[config.mk]
export PLATFORM = sky130hd
export DESIGN_NAME = s_expression_tokenizer
export DESIGN_NICKNAME = d
export VERILOG_FILES = /design/src/sv/sexp_tok_pkg.sv /design/src/sv/sexp_tok_step.sv /design/src/sv/sexp_tok_queue.sv /design/src/sv/s_expression_tokenizer.sv
export SDC_FILE = /design/constraint.sdc
export NUM_CORES = 1
export LEC_CHECK = 0
export BUFFER_PORTS_ARGS = -buffer_cell sky130_fd_sc_hd__buf_2
export CORE_MARGIN = 2
export CORE_UTILIZATION = 55
export CTS_CLUSTER_DIAMETER = 120
export DETAILED_ROUTE_END_ITERATION = 6
export PLACE_DENSITY = 0.72
export SETUP_SLACK_MARGIN = 0.2
export SLEW_MARGIN = 10
export SYNTH_ARGS = -nofsm -noshare
export SYNTH_HDL_FRONTEND = slang
export SYNTH_SLANG_ARGS = --single-unit
[constraint.sdc]
create_clock -name clk -period 9.8 [get_ports clk]
set_clock_uncertainty 0.2 [all_clocks]
set_input_delay 0.49 -clock clk [delete_from_list [all_inputs] [get_ports clk]]
set_output_delay 0.49 -clock clk [all_outputs]
set_load 0.01 [all_outputs]
[src/sv/sexp_tok_pkg.sv]
// ----------------------------------------------------------------------------
// sexp_tok_pkg
// Shared types, codes and character classes of the S-expression tokenizer.
// ----------------------------------------------------------------------------
package sexp_tok_pkg;

    localparam int QUEUE_DEPTH_DEFAULT = 4;

    localparam logic [23:0] LINE_MAX = 24'hFF_FFFF;
    localparam logic [15:0] COL_MAX  = 16'hFFFF;
    localparam logic [15:0] LEN_MAX  = 16'hFFFF;

    localparam logic [7:0] CH_BANG   = 8'h21;
    localparam logic [7:0] CH_QUOTE  = 8'h22;
    localparam logic [7:0] CH_OPEN   = 8'h28;
    localparam logic [7:0] CH_CLOSE  = 8'h29;
    localparam logic [7:0] CH_COLON  = 8'h3A;
    localparam logic [7:0] CH_QMARK  = 8'h3F;
    localparam logic [7:0] CH_UNDER  = 8'h5F;
    localparam logic [7:0] CH_TAB    = 8'h09;
    localparam logic [7:0] CH_NL     = 8'h0A;
    localparam logic [7:0] CH_SPACE  = 8'h20;
    localparam logic [7:0] CH_ZERO   = 8'h30;
    localparam logic [7:0] CH_NINE   = 8'h39;
    localparam logic [7:0] CH_UA     = 8'h41;
    localparam logic [7:0] CH_UZ     = 8'h5A;
    localparam logic [7:0] CH_LA     = 8'h61;
    localparam logic [7:0] CH_LZ     = 8'h7A;

    localparam logic ACT_BYTE = 1'b0;
    localparam logic ACT_END  = 1'b1;

    typedef enum logic [2:0] {
        MODE_IDLE   = 3'd0,
        MODE_IDENT  = 3'd1,
        MODE_NUMBER = 3'd2,
        MODE_SYMBOL = 3'd3,
        MODE_STRING = 3'd4
    } mode_t;

    typedef enum logic [3:0] {
        KIND_OPEN     = 4'd0,
        KIND_CLOSE    = 4'd1,
        KIND_IDENT    = 4'd2,
        KIND_NUMBER   = 4'd3,
        KIND_SYMBOL   = 4'd4,
        KIND_STRING   = 4'd5,
        KIND_END      = 4'd6,
        KIND_BAD      = 4'd7,
        KIND_UNCLOSED = 4'd8
    } kind_t;

    // Scanner position and mode; reset to idle at line 1, column 0, offset 0
    typedef struct packed {
        mode_t       mode;
        logic [23:0] line;
        logic [15:0] col;
        logic [31:0] off;
        logic        halted;
    } ctrl_t;

    // Pending token fields; written at token start before any read
    typedef struct packed {
        logic [23:0] line;
        logic [15:0] col;
        logic [31:0] off;
        logic [15:0] len;
        logic [31:0] acc;
    } tok_t;

    typedef struct packed {
        kind_t       kind;
        logic [23:0] line;
        logic [15:0] col;
        logic [31:0] off;
        logic [15:0] len;
        logic [31:0] val;
        logic        last;
    } res_t;

    // Results of one input item, first to second
    typedef struct packed {
        logic [1:0] count;
        res_t       first;
        res_t       second;
    } push_t;

    function automatic logic is_letter(input logic [7:0] b);
        return (b >= CH_LA && b <= CH_LZ) || (b >= CH_UA && b <= CH_UZ) || b == CH_UNDER;
    endfunction

    function automatic logic is_digit(input logic [7:0] b);
        return b >= CH_ZERO && b <= CH_NINE;
    endfunction

    function automatic logic is_name(input logic [7:0] b);
        return is_letter(b) || is_digit(b) || b == CH_BANG || b == CH_QMARK
            || b == CH_COLON;
    endfunction

    function automatic logic is_blank(input logic [7:0] b);
        return b == CH_SPACE || b == CH_NL || b == CH_TAB;
    endfunction

endpackage

[src/sv/sexp_tok_step.sv]
// ----------------------------------------------------------------------------
// sexp_tok_step
// Next-state and token logic for one input transaction of the tokenizer.
// ----------------------------------------------------------------------------
module sexp_tok_step
    import sexp_tok_pkg::*;
(
    input  logic       action,
    input  logic [7:0] byte_req,
    input  ctrl_t      ctrl_cur,
    input  tok_t       tok_cur,
    output ctrl_t      ctrl_nxt,
    output tok_t       tok_nxt,
    output push_t      push
);

    logic  emit_pend;
    logic  emit_here;
    logic  fall;
    logic  adv;
    res_t  pend_res;
    res_t  here_res;
    kind_t pend_kind;
    logic [31:0] acc_x10;
    logic [31:0] digit_val;

    assign digit_val = {28'd0, byte_req[3:0] - CH_ZERO[3:0]};
    assign acc_x10   = {tok_cur.acc[28:0], 3'b000} + {tok_cur.acc[30:0], 1'b0};

    // Kind of the pending token follows the scan mode
    always_comb
    begin
        case (ctrl_cur.mode)
            MODE_NUMBER: pend_kind = KIND_NUMBER;
            MODE_SYMBOL: pend_kind = KIND_SYMBOL;
            MODE_STRING: pend_kind = KIND_STRING;
            default:     pend_kind = KIND_IDENT;
        endcase
    end

    // Scan one byte or end mark
    always_comb
    begin
        ctrl_nxt  = ctrl_cur;
        tok_nxt   = tok_cur;
        emit_pend = 1'b0;
        emit_here = 1'b0;
        fall      = 1'b0;
        adv       = 1'b0;

        pend_res.kind = pend_kind;
        pend_res.line = tok_cur.line;
        pend_res.col  = tok_cur.col;
        pend_res.off  = tok_cur.off;
        pend_res.len  = tok_cur.len;
        pend_res.val  = (ctrl_cur.mode == MODE_NUMBER) ? tok_cur.acc : 32'd0;
        pend_res.last = 1'b0;

        here_res.kind = KIND_END;
        here_res.line = ctrl_cur.line;
        here_res.col  = ctrl_cur.col;
        here_res.off  = ctrl_cur.off;
        here_res.len  = 16'd0;
        here_res.val  = 32'd0;
        here_res.last = 1'b1;

        if (ctrl_cur.halted)
        begin
            // Silent until reset
        end
        else if (action == ACT_END)
        begin
            if (ctrl_cur.mode == MODE_STRING)
            begin
                emit_here      = 1'b1;
                here_res       = pend_res;
                here_res.kind  = KIND_UNCLOSED;
                here_res.last  = 1'b1;
                ctrl_nxt.halted = 1'b1;
            end
            else
            begin
                emit_pend = (ctrl_cur.mode != MODE_IDLE);
                emit_here = 1'b1;
            end
            ctrl_nxt.mode = MODE_IDLE;
        end
        else
        begin
            // Extend or close the token in progress
            case (ctrl_cur.mode)
                MODE_IDENT, MODE_SYMBOL:
                begin
                    if (is_name(byte_req))
                    begin
                        tok_nxt.len = (tok_cur.len < LEN_MAX) ? tok_cur.len + 16'd1 : tok_cur.len;
                        adv = 1'b1;
                    end
                    else
                    begin
                        emit_pend     = 1'b1;
                        ctrl_nxt.mode = MODE_IDLE;
                        fall          = 1'b1;
                    end
                end
                MODE_NUMBER:
                begin
                    if (is_digit(byte_req))
                    begin
                        tok_nxt.acc = acc_x10 + digit_val;
                        tok_nxt.len = (tok_cur.len < LEN_MAX) ? tok_cur.len + 16'd1 : tok_cur.len;
                        adv = 1'b1;
                    end
                    else
                    begin
                        emit_pend     = 1'b1;
                        ctrl_nxt.mode = MODE_IDLE;
                        fall          = 1'b1;
                    end
                end
                MODE_STRING:
                begin
                    if (byte_req == CH_QUOTE)
                    begin
                        emit_pend     = 1'b1;
                        ctrl_nxt.mode = MODE_IDLE;
                    end
                    else
                    begin
                        tok_nxt.len = (tok_cur.len < LEN_MAX) ? tok_cur.len + 16'd1 : tok_cur.len;
                    end
                    adv = 1'b1;
                end
                default:
                begin
                    fall = 1'b1;
                end
            endcase

            // Handle the byte as fresh input
            if (fall)
            begin
                if (is_blank(byte_req))
                begin
                    adv = 1'b1;
                end
                else if (byte_req == CH_OPEN || byte_req == CH_CLOSE)
                begin
                    emit_here     = 1'b1;
                    here_res.kind = (byte_req == CH_OPEN) ? KIND_OPEN : KIND_CLOSE;
                    here_res.len  = 16'd1;
                    adv           = 1'b1;
                end
                else if (is_letter(byte_req) || byte_req == CH_COLON || is_digit(byte_req))
                begin
                    tok_nxt.line = ctrl_cur.line;
                    tok_nxt.col  = ctrl_cur.col;
                    tok_nxt.off  = ctrl_cur.off;
                    tok_nxt.len  = 16'd1;
                    if (is_digit(byte_req))
                    begin
                        ctrl_nxt.mode = MODE_NUMBER;
                        tok_nxt.acc   = digit_val;
                    end
                    else
                    begin
                        ctrl_nxt.mode = (byte_req == CH_COLON) ? MODE_SYMBOL : MODE_IDENT;
                        tok_nxt.acc   = 32'd0;
                    end
                    adv = 1'b1;
                end
                else if (byte_req == CH_QUOTE)
                begin
                    tok_nxt.line  = ctrl_cur.line;
                    tok_nxt.col   = ctrl_cur.col;
                    tok_nxt.off   = ctrl_cur.off;
                    tok_nxt.len   = 16'd0;
                    tok_nxt.acc   = 32'd0;
                    ctrl_nxt.mode = MODE_STRING;
                    adv           = 1'b1;
                end
                else
                begin
                    emit_here       = 1'b1;
                    here_res.kind   = KIND_BAD;
                    here_res.len    = 16'd1;
                    ctrl_nxt.halted = 1'b1;
                end
            end

            // Advance the position past a consumed byte
            if (adv)
            begin
                ctrl_nxt.off = ctrl_cur.off + 32'd1;
                if (byte_req == CH_NL)
                begin
                    ctrl_nxt.line = (ctrl_cur.line < LINE_MAX) ? ctrl_cur.line + 24'd1
                                                               : ctrl_cur.line;
                    ctrl_nxt.col  = 16'd0;
                end
                else if (ctrl_cur.col < COL_MAX)
                begin
                    ctrl_nxt.col = ctrl_cur.col + 16'd1;
                end
            end
        end
    end

    // Order the results: pending token first, then the one at the current position
    always_comb
    begin
        push.count  = {1'b0, emit_pend} + {1'b0, emit_here};
        push.first  = emit_pend ? pend_res : here_res;
        push.second = here_res;
        push.first.last = !(emit_pend && emit_here);
    end

endmodule

[src/sv/sexp_tok_queue.sv]
// ----------------------------------------------------------------------------
// sexp_tok_queue
// Result queue: up to two tokens in a cycle, one out a cycle while out_ready.
// ----------------------------------------------------------------------------
module sexp_tok_queue
    import sexp_tok_pkg::*;
#(
    parameter int QUEUE_DEPTH = QUEUE_DEPTH_DEFAULT
)
(
    input  logic  clk,
    input  logic  rst_n,
    input  push_t push,
    output logic  room,
    output logic  out_valid,
    input  logic  out_ready,
    output res_t  head
);

    localparam int PW = $clog2(QUEUE_DEPTH);
    localparam int CW = $clog2(QUEUE_DEPTH + 1);
    localparam logic [PW-1:0] PTR_LAST = PW'(QUEUE_DEPTH - 1);
    localparam logic [CW-1:0] ROOM_MAX = CW'(QUEUE_DEPTH - 2);
    localparam logic [CW-1:0] FULL     = CW'(QUEUE_DEPTH);

    res_t          entry_reg [QUEUE_DEPTH];
    logic [PW-1:0] head_reg;
    logic [PW-1:0] head_next;
    logic [PW-1:0] tail_reg;
    logic [PW-1:0] tail_next;
    logic [PW-1:0] tail_plus1;
    logic [PW-1:0] tail_plus2;
    logic [CW-1:0] count_reg;
    logic [CW-1:0] count_next;
    logic          pop;

    function automatic logic [PW-1:0] wrap_inc(input logic [PW-1:0] p);
        return (p == PTR_LAST) ? '0 : p + PW'(1);
    endfunction

    assign room       = (count_reg <= ROOM_MAX);
    assign out_valid  = (count_reg != '0);
    assign pop        = out_valid && out_ready;
    assign head       = entry_reg[head_reg];
    assign tail_plus1 = wrap_inc(tail_reg);
    assign tail_plus2 = wrap_inc(tail_plus1);

    // Advance pointers and occupancy
    always_comb
    begin
        head_next  = pop ? wrap_inc(head_reg) : head_reg;
        count_next = count_reg + CW'(push.count) - CW'(pop);
        case (push.count)
            2'd1:    tail_next = tail_plus1;
            2'd2:    tail_next = tail_plus2;
            default: tail_next = tail_reg;
        endcase
    end

    always_ff @(posedge clk or negedge rst_n)
    begin
        if (!rst_n)
        begin
            head_reg  <= '0;
            tail_reg  <= '0;
            count_reg <= '0;
        end
        else
        begin
            head_reg  <= head_next;
            tail_reg  <= tail_next;
            count_reg <= count_next;
        end
    end

    // Store new results at the tail
    always_ff @(posedge clk)
    begin
        if (push.count != 2'd0)
        begin
            entry_reg[tail_reg] <= push.first;
        end
        if (push.count == 2'd2)
        begin
            entry_reg[tail_plus1] <= push.second;
        end
    end

`ifndef SYNTH
    a_count_bound: assert property (@(posedge clk) disable iff (!rst_n)
        count_reg <= FULL)
        else $error("result queue overfilled");

    a_push_room: assert property (@(posedge clk) disable iff (!rst_n)
        (push.count != 2'd0) |-> room)
        else $error("results pushed without room");

    a_count_track: assert property (@(posedge clk) disable iff (!rst_n)
        (!pop && push.count == 2'd2) |=> count_reg == $past(count_reg) + CW'(2))
        else $error("occupancy lost a double push");
`endif

endmodule

[src/sv/s_expression_tokenizer.sv]
// ----------------------------------------------------------------------------
// s_expression_tokenizer
// Byte-at-a-time S-expression tokenizer with a result queue.
// ----------------------------------------------------------------------------
// The block takes one source byte (action 0) or an end-of-input mark
// (action 1) per transaction and can accept one in every clock cycle while
// in_ready is high: the scanner state is updated in the same cycle and its
// tokens go into a result queue of QUEUE_DEPTH entries, which delivers one
// token per cycle while out_ready is high. A transaction gives zero,
// one or two tokens, the last one flagged by last; in_ready drops while
// the queue has fewer than two free entries, so a run of two-token items
// is taken at the rate the output drains. After a bad byte or an unclosed
// string the block keeps accepting input but gives no tokens until reset.
module s_expression_tokenizer
    import sexp_tok_pkg::*;
#(
    parameter int QUEUE_DEPTH = QUEUE_DEPTH_DEFAULT
)
(
    input  logic        clk,
    input  logic        rst_n,
    input  logic        in_valid,
    output logic        in_ready,
    input  logic        action,
    input  logic [7:0]  byte_req,
    output logic        out_valid,
    input  logic        out_ready,
    output logic [3:0]  token_kind,
    output logic [23:0] start_line,
    output logic [15:0] start_column,
    output logic [31:0] start_offset,
    output logic [15:0] token_length,
    output logic [31:0] token_value,
    output logic        last
);

    ctrl_t ctrl_reg;
    ctrl_t ctrl_next;
    tok_t  tok_reg;
    tok_t  tok_next;
    push_t step_push;
    push_t push;
    res_t  head;
    logic  accept;

    assign accept = in_valid && in_ready;

    sexp_tok_step u_step (
        .action   (action),
        .byte_req (byte_req),
        .ctrl_cur (ctrl_reg),
        .tok_cur  (tok_reg),
        .ctrl_nxt (ctrl_next),
        .tok_nxt  (tok_next),
        .push     (step_push)
    );

    // Drop results unless the transaction is taken
    always_comb
    begin
        push = step_push;
        if (!accept)
        begin
            push.count = 2'd0;
        end
    end

    // Hold scanner state between transactions
    always_ff @(posedge clk or negedge rst_n)
    begin
        if (!rst_n)
        begin
            ctrl_reg.mode   <= MODE_IDLE;
            ctrl_reg.line   <= 24'd1;
            ctrl_reg.col    <= 16'd0;
            ctrl_reg.off    <= 32'd0;
            ctrl_reg.halted <= 1'b0;
        end
        else if (accept)
        begin
            ctrl_reg <= ctrl_next;
        end
    end

    always_ff @(posedge clk)
    begin
        if (accept)
        begin
            tok_reg <= tok_next;
        end
    end

    sexp_tok_queue #(
        .QUEUE_DEPTH (QUEUE_DEPTH)
    ) u_queue (
        .clk       (clk),
        .rst_n     (rst_n),
        .push      (push),
        .room      (in_ready),
        .out_valid (out_valid),
        .out_ready (out_ready),
        .head      (head)
    );

    assign token_kind   = head.kind;
    assign start_line   = head.line;
    assign start_column = head.col;
    assign start_offset = head.off;
    assign token_length = head.len;
    assign token_value  = head.val;
    assign last         = head.last;

`ifndef SYNTH
    a_halted_silent: assert property (@(posedge clk) disable iff (!rst_n)
        ctrl_reg.halted |-> step_push.count == 2'd0)
        else $error("tokens produced while halted");

    a_pair_order: assert property (@(posedge clk) disable iff (!rst_n)
        (step_push.count == 2'd2) |-> (!step_push.first.last && step_push.second.last))
        else $error("last flag misplaced in a token pair");

    a_halt_sticky: assert property (@(posedge clk) disable iff (!rst_n)
        ctrl_reg.halted |=> ctrl_reg.halted)
        else $error("halt cleared without reset");
`endif

endmodule

==> flow_summary.yaml, run 1 <==
clocking:
  cts_made_buffers: 73
  htree_num_levels: 3
  cts_setup_buffers: 0
  clock-sinks: 703
  clk_pin_slew_ns: 0.06
  ctsResizeCount: 0
  hold_buffers: 2
  cts_buffer_depth: 3
  cts_tree: "built"
  cts_root_buf: "clkbuf_16"
  clk_latency_ns: 0.62
die:
  dieArea_um2: 64500
  start_util_pct: 55.69
  rows: 91
  core_area_um2: 61710
  die_h_um: 254.0
  io_pins: 140
  die_x_um: 254.0
critical_path:
  critPathMaxStageDelay_ns: 0.94
  r2r_end: "u_queue.entry_reg[0][101]$_DFFE_PP_"
  critPathCaptureType: "flop"
  rrSetupSlack_ns: 3.45
  crit_path_end: "u_queue.entry_reg[0][101]$_DFFE_PP_"
  r2r_cells: 14
  crit_chain: "nor2_1 > nand2_1 > nor2_1 > or4_1 > and3_1 > ha_1 > nand3_1 > inv_1 > ha_1 > nand2_1 > nand2_4 > a21boi_4 > buf_4 > a32o_1"
  path_buf_inv: 2
  path_depth: 14
  critPathLaunchType: "flop"
  crit_type: "reg2reg"
  required_ns: 10.07
  critical_path.max_fanout: 57
  cp.arrival_ns: 6.62
  cp-startpoint: "ctrl_reg[73]$_DFFE_PN0P_"
  reg2reg_from: "ctrl_reg[73]$_DFFE_PN0P_"
  crit_slowest_cell: "a21boi_4"
  crit_family: "simple AND/OR/NAND/NOR gates"
global_route:
  grt_remaining_overflow: 0
  grt_max_degree: 197
  grt_pass1_wl_mm: 131.8
  grt_pass1_vias: 22610
  antenna_found_initial: 3
  grt_usage_pct: 26.78
sta:
  worstMarginPinSlew_ns: 1.185
  finalMaxSlewViolations: 0
  finalHoldViolations: 0
  fmax_mhz: 157.5
  fin_crit_sh_pct: 64.79
  tns_ns: 0
  setup_viol: 0
  fin_crit_ns: 6.350
  relSlewSlack_pct: 20.99
  holdWs_ns: 0.1036
  fin_ws_ns: 3.450
  grt_setup_unrepaired: "no"
yosys:
  syn_area_um2: 34370
  syn_inst: 2446
  yosysMostFrequentCell: "edfxtp_1"
  async_flop_share_pct: 11.81
  ys_types: 79
  yosysTopAreaCellShare_pct: 53.83
  ys_seq_area_share_pct: 60.11
  synth_area_leaders: "edfxtp_1, a32o_1, mux4_2"
  yosysTopAreaCell: "edfxtp_1"
  synth_common_cells: "edfxtp_1, a32o_1, and2_1"
  syn-num-nets: 2537
  ys_seq_elements: 703
  synthFlopType: "edfxtp_1"
  yosys_warnings: 0
  synth_area_per_cell_um2: 14.05
  synth-edff-count: 616
min_path:
  hold_class: "in2async"
run_status:
  status: "finished, final reports clean"
route:
  wire_per_inst_um: 25.31
  vias_per_cell: 6.626
  drtIter0Drc: 2340
  wl_mm: 85.05
  first_pass_iters: 6
  drc: 0
  vias: 22265
  ant_nets: 0
power:
  power_density_nw_per_um2: 205.7
  power_leakage_uw: 0.01315
  vdd_drop_max_mv: 0.1596
placed_design:
  place_ws_ns: 3.112
  dpl.hpwl_mm: 46.74
  routabilityCongestion: 0.9035
  placedInstanceArea_um2: 35550
  port_buffers: 139
cells_and_area:
  layout.nets: 2554
  area_delta_synth_final_pct: 10.35
  final.fill_count: 4716
  largest_reg_flops: 500
  final_cell_area_um2: 37920
  fin_util_pct: 61.45
  drive_above_1_share_pct: 17.45
flow_run:
  drv_cap: 0
## cells in the final DEF (no fill, tap or decap), types with 14 or more instances in the layout
| master | instances |
|---|---|
| edfxtp_1 | 616 |
| nor2_1 | 81 |
| nor2b_1 | 77 |
| ha_1 | 75 |
| clkinv_1 | 19 |
| buf_2 | 138 |
| mux4_2 | 125 |
| dfrtp_1 | 80 |
| xor2_1 | 35 |
| a32o_1 | 288 |
| xnor2_1 | 58 |
| a21oi_1 | 77 |
| buf_4 | 35 |
| and3_1 | 28 |
| o22ai_1 | 26 |
| clkbuf_16 | 75 |
| o21ai_0 | 38 |
| inv_1 | 33 |
| and2_1 | 198 |
| nand2_1 | 130 |
| clkbuf_1 | 14 |
| nand3_1 | 40 |
| nand4_1 | 25 |
## metal layers
layer	up-vias	wire length (um)	global-route usage, %
li1	9682	-	-
met2	1057	42060	44.54
met4	2	2078	8.000
met5	-	11	0
met3	148	7804	6.248
met1	11376	33090	35.24
## cell type report
type                       instances  area (um^2)  share of cell area (%)
sequential                       703        20660                   54.49
multi-input combinational       1474        12730                   33.58
clock buffer                      94         1998                   5.269
tap                              837         1047                   2.762
timing repair buffer             176        993.5                   2.620
clock inverter                    40        352.8                  0.9304
inverter                          35        131.4                  0.3464
antenna                            1        2.502                0.006599
## per-stage QoR
stage | power [uW] | std cells
finish | 7801 | 3360
global route | 8086 | 3360
CTS | 7858 | 3359
detailed placement | 5142 | 3223
global placement | 5128 | 3223
floorplan | 4511 | 2446
## worst min path at each step
stage | startpoint | to | slack [ns] | depth (start not counted)
2_1_floorplan | rst_n | ctrl_reg[0]$_DFFE_PN0P_ | -0.006 | 0
3_3_place_gp | rst_n | ctrl_reg[73]$_DFFE_PN0P_ | 0.12 | 1
3_5_place_dp | rst_n | ctrl_reg[73]$_DFFE_PN0P_ | 0.13 | 1
4_1_cts | rst_n | ctrl_reg[0]$_DFFE_PN0P_ | 0.08 | 2
5_1_grt | rst_n | ctrl_reg[0]$_DFFE_PN0P_ | 0.11 | 2
6_report | rst_n | u_queue.tail_reg[0]$_DFFE_PN0P_ | 0.10 | 2
## power by group
group          leakage (uW)  switching, uW  total (uW)  internal (uW)
clock network       0.00115           1160        2740           1580
registers           0.00680            138        3420           3280
logic               0.00520            907        1640            732
total                0.0132           2210        7800           5590
## logic make-up after synthesis
kind of cell,count (synthesis),share of synthesized area [%]
simple gates,655,10.37
xor+xnor,93,2.370
fa+ha+maj,78,2.905
mux,131,8.378
flops,703,60.11
buf+inv,269,3.157
compound gates,517,12.71
(Power assumes the default switching activity.)
==> run 2: changes to the inputs <==
Settings changed: ABC_AREA set to 1, PLACE_DENSITY 0.72 to 0.75.
Clock period 9.8 ns to 5.1 ns, I/O delays scaled along.
==> flow_summary.yaml, run 2 <==
sta:
  tns_ns: 0
  fin_ws_ns: 0.8344
  worstMarginPinSlew_ns: 1.185
  setup_viol: 0
  finalHoldViolations: 0
  finalMaxSlewViolations: 0
  fmax_mhz: 234.4
  grt_setup_unrepaired: "no"
  fin_crit_ns: 4.266
  relSlewSlack_pct: 20.98
  fin_crit_sh_pct: 83.64
critical_path:
  required_ns: 5.26
  critPathMaxStageDelay_ns: 0.52
  crit_type: "in2reg"
  crit_family: "buffers and inverters"
  critical_path.max_fanout: 50
  critPathCaptureType: "flop"
  critPathLaunchType: "primary input"
  path_buf_inv: 9
  crit_chain: "dlygate4sd3_1 > buf_2 > inv_2 > nand2_2 > nor2_1 > and2_4 > inv_4 > nand3_4 > nor2_1 > nand3_1 > a21oi_1 > ha_1 > nand2_1 > inv_1 > ha_1 > nand2_2 > inv_2 > nor2_1 > buf_4 > inv_4 > buf_12 > o21ai_1"
  path_common_cell: "nor2_1"
  crit_slowest_cell: "dlygate4sd3_1"
  cp.arrival_ns: 4.43
yosys:
  async_flop_share_pct: 11.81
  yosysTopAreaCellShare_pct: 48.90
  ys_seq_elements: 703
  synth-edff-count: 616
  syn-num-nets: 4274
  syn_inst: 4183
  synth_area_leaders: "edfxtp_1, nand2_1, nor2_1"
  synth_area_per_cell_um2: 9.044
  yosys_warnings: 0
  synth_common_cells: "nand2_1, edfxtp_1, nor2_1"
  yosysTopAreaCell: "edfxtp_1"
  synthFlopType: "edfxtp_1"
  ys_seq_area_share_pct: 54.60
  ys_types: 58
  yosysMostFrequentCell: "nand2_1"
  syn_area_um2: 37830
clocking:
  cts_root_buf: "clkbuf_16"
  cts_made_buffers: 77
  clock-sinks: 703
  cts_tree: "built"
  clk_pin_slew_ns: 0.06
  htree_num_levels: 3
  cts_buffer_depth: 3
  clk_latency_ns: 0.63
die:
  start_util_pct: 55.35
  die_x_um: 266.3
  die_h_um: 266.3
  core_area_um2: 68350
  rows: 96
  io_pins: 140
  dieArea_um2: 70900
placed_design:
  place_ws_ns: 0.7741
  placed_cells: 5015
  port_buffers: 139
  routabilityCongestion: 0.9568
  dpl.hpwl_mm: 64.27
global_route:
  grt_pass1_vias: 30963
  antenna_found_initial: 3
  grt_max_degree: 150
  grt_pass1_wl_mm: 170.0
  grt_usage_pct: 30.44
  grt_remaining_overflow: 0
power:
  p_total_uw: 14910
  power_density_nw_per_um2: 356.1
  vdd_drop_max_mv: 0.2364
  power_leakage_uw: 0.01433
cells_and_area:
  area_delta_synth_final_pct: 10.69
  largest_reg_flops: 500
  mostFrequentLayoutCell: "nand2_1"
  antenna_cells: 0
  final.fill_count: 5647
  drive_above_1_share_pct: 12.88
  instances_no_fill: 5167
  layout_common_cells: "nand2_1, edfxtp_1, nor2_1"
  layout.nets: 4312
route:
  wire_per_inst_um: 20.93
  ant_nets: 0
  wl_mm: 108.1
  drtIter0Drc: 3544
  vias_per_cell: 6.127
  drc: 0
  vias: 31656
  first_pass_iters: 6
min_path:
  hold_class: "in2reg"
run_status:
  status: "finished, final reports clean"
flow_run:
  drv_cap: 0
[run 2: kinds of logic after synthesis]
group / Yosys count / synth area share (%)
simple gates: 1682 / 18.83
compound gates: 1114 / 16.31
flops: 703 / 54.60
buf+inv: 523 / 5.702
xor+xnor: 81 / 1.875
fa+ha+maj: 78 / 2.639
mux: 2 / 0.05292
[run 2: path summary, 6_finish.rpt]
path	slack (ns)	cells past startpoint	from	endpoint
max	0.83	22	byte_req[2]	u_queue.entry_reg[0][52]$_DFFE_PP_
min	0.05	6	byte_req[6]	ctrl_reg[74]$_DFFE_PN0P_
min in group asynchronous	0.51	3	rst_n	ctrl_reg[37]$_DFFE_PN0P_
min reg2reg	0.31	2	u_queue.entry_reg[3][0]$_SDFFE_PP1P_	u_queue.entry_reg[3][0]$_SDFFE_PP1P_
max in group asynchronous	2.99	4	rst_n	ctrl_reg[35]$_DFFE_PN0P_
max reg2reg	1.05	19	ctrl_reg[75]$_DFFE_PN0P_	u_queue.entry_reg[0][52]$_DFFE_PP_
[run 2: stage by stage]
step | hold WS [ns] | util (%) | instance area [um^2]
after floorplan | -0.2406 | - | 37850
after global placement | 0.09181 | 57.40 | 39230
after detailed placement | 0.09458 | 57.40 | 39230
after CTS | 0.01128 | 61.27 | 41880
after global routing | 0.08925 | 61.27 | 41880
final | 0.05227 | 61.27 | 41880
[run 2: where the power goes]
group,internal (uW),leakage [uW],switching [uW]
registers,6210,0.00521,184
clock network,3330,0.00123,2360
logic,794,0.00789,2040
[run 2: metal layers]
metal,track usage (%),vias to the layer above,wire (um)
met5,0,-,40
li1,-,14594,-
met3,4.094,253,9892
met1,41.73,15134,43450
met2,48.73,1671,51000
met4,13.36,4,3754
[run 2: repair_timing]
| action | 4_1_cts | 5_1_grt |
|---|---|---|
| setup endpoints to repair | 0 | 0 |
| hold buffers | 9 | 0 |
| setup buffers | 0 | 0 |
| gates resized for setup | 0 | 0 |
| hold endpoints to repair | 45 | 0 |
[run 2: cell type report]
type,count,area (um^2),area share (%)
Timing Repair Buffer,209,1409,3.364
Multi-Input combinational cell,2957,15090,36.04
Tap cell,882,1104,2.635
Inverter,273,1050,2.507
Sequential cell,703,20660,49.35
Clock inverter,35,357.8,0.8545
Clock buffer,108,2198,5.250
[run 2: tightest hold or removal path, cell delays in order]
cell and delay (ns):
buf_2 0.09, nor2_2 0.04, nand4_2 0.19, o21ai_0 0.13, nand2_1 0.08, nand2_1 0.05
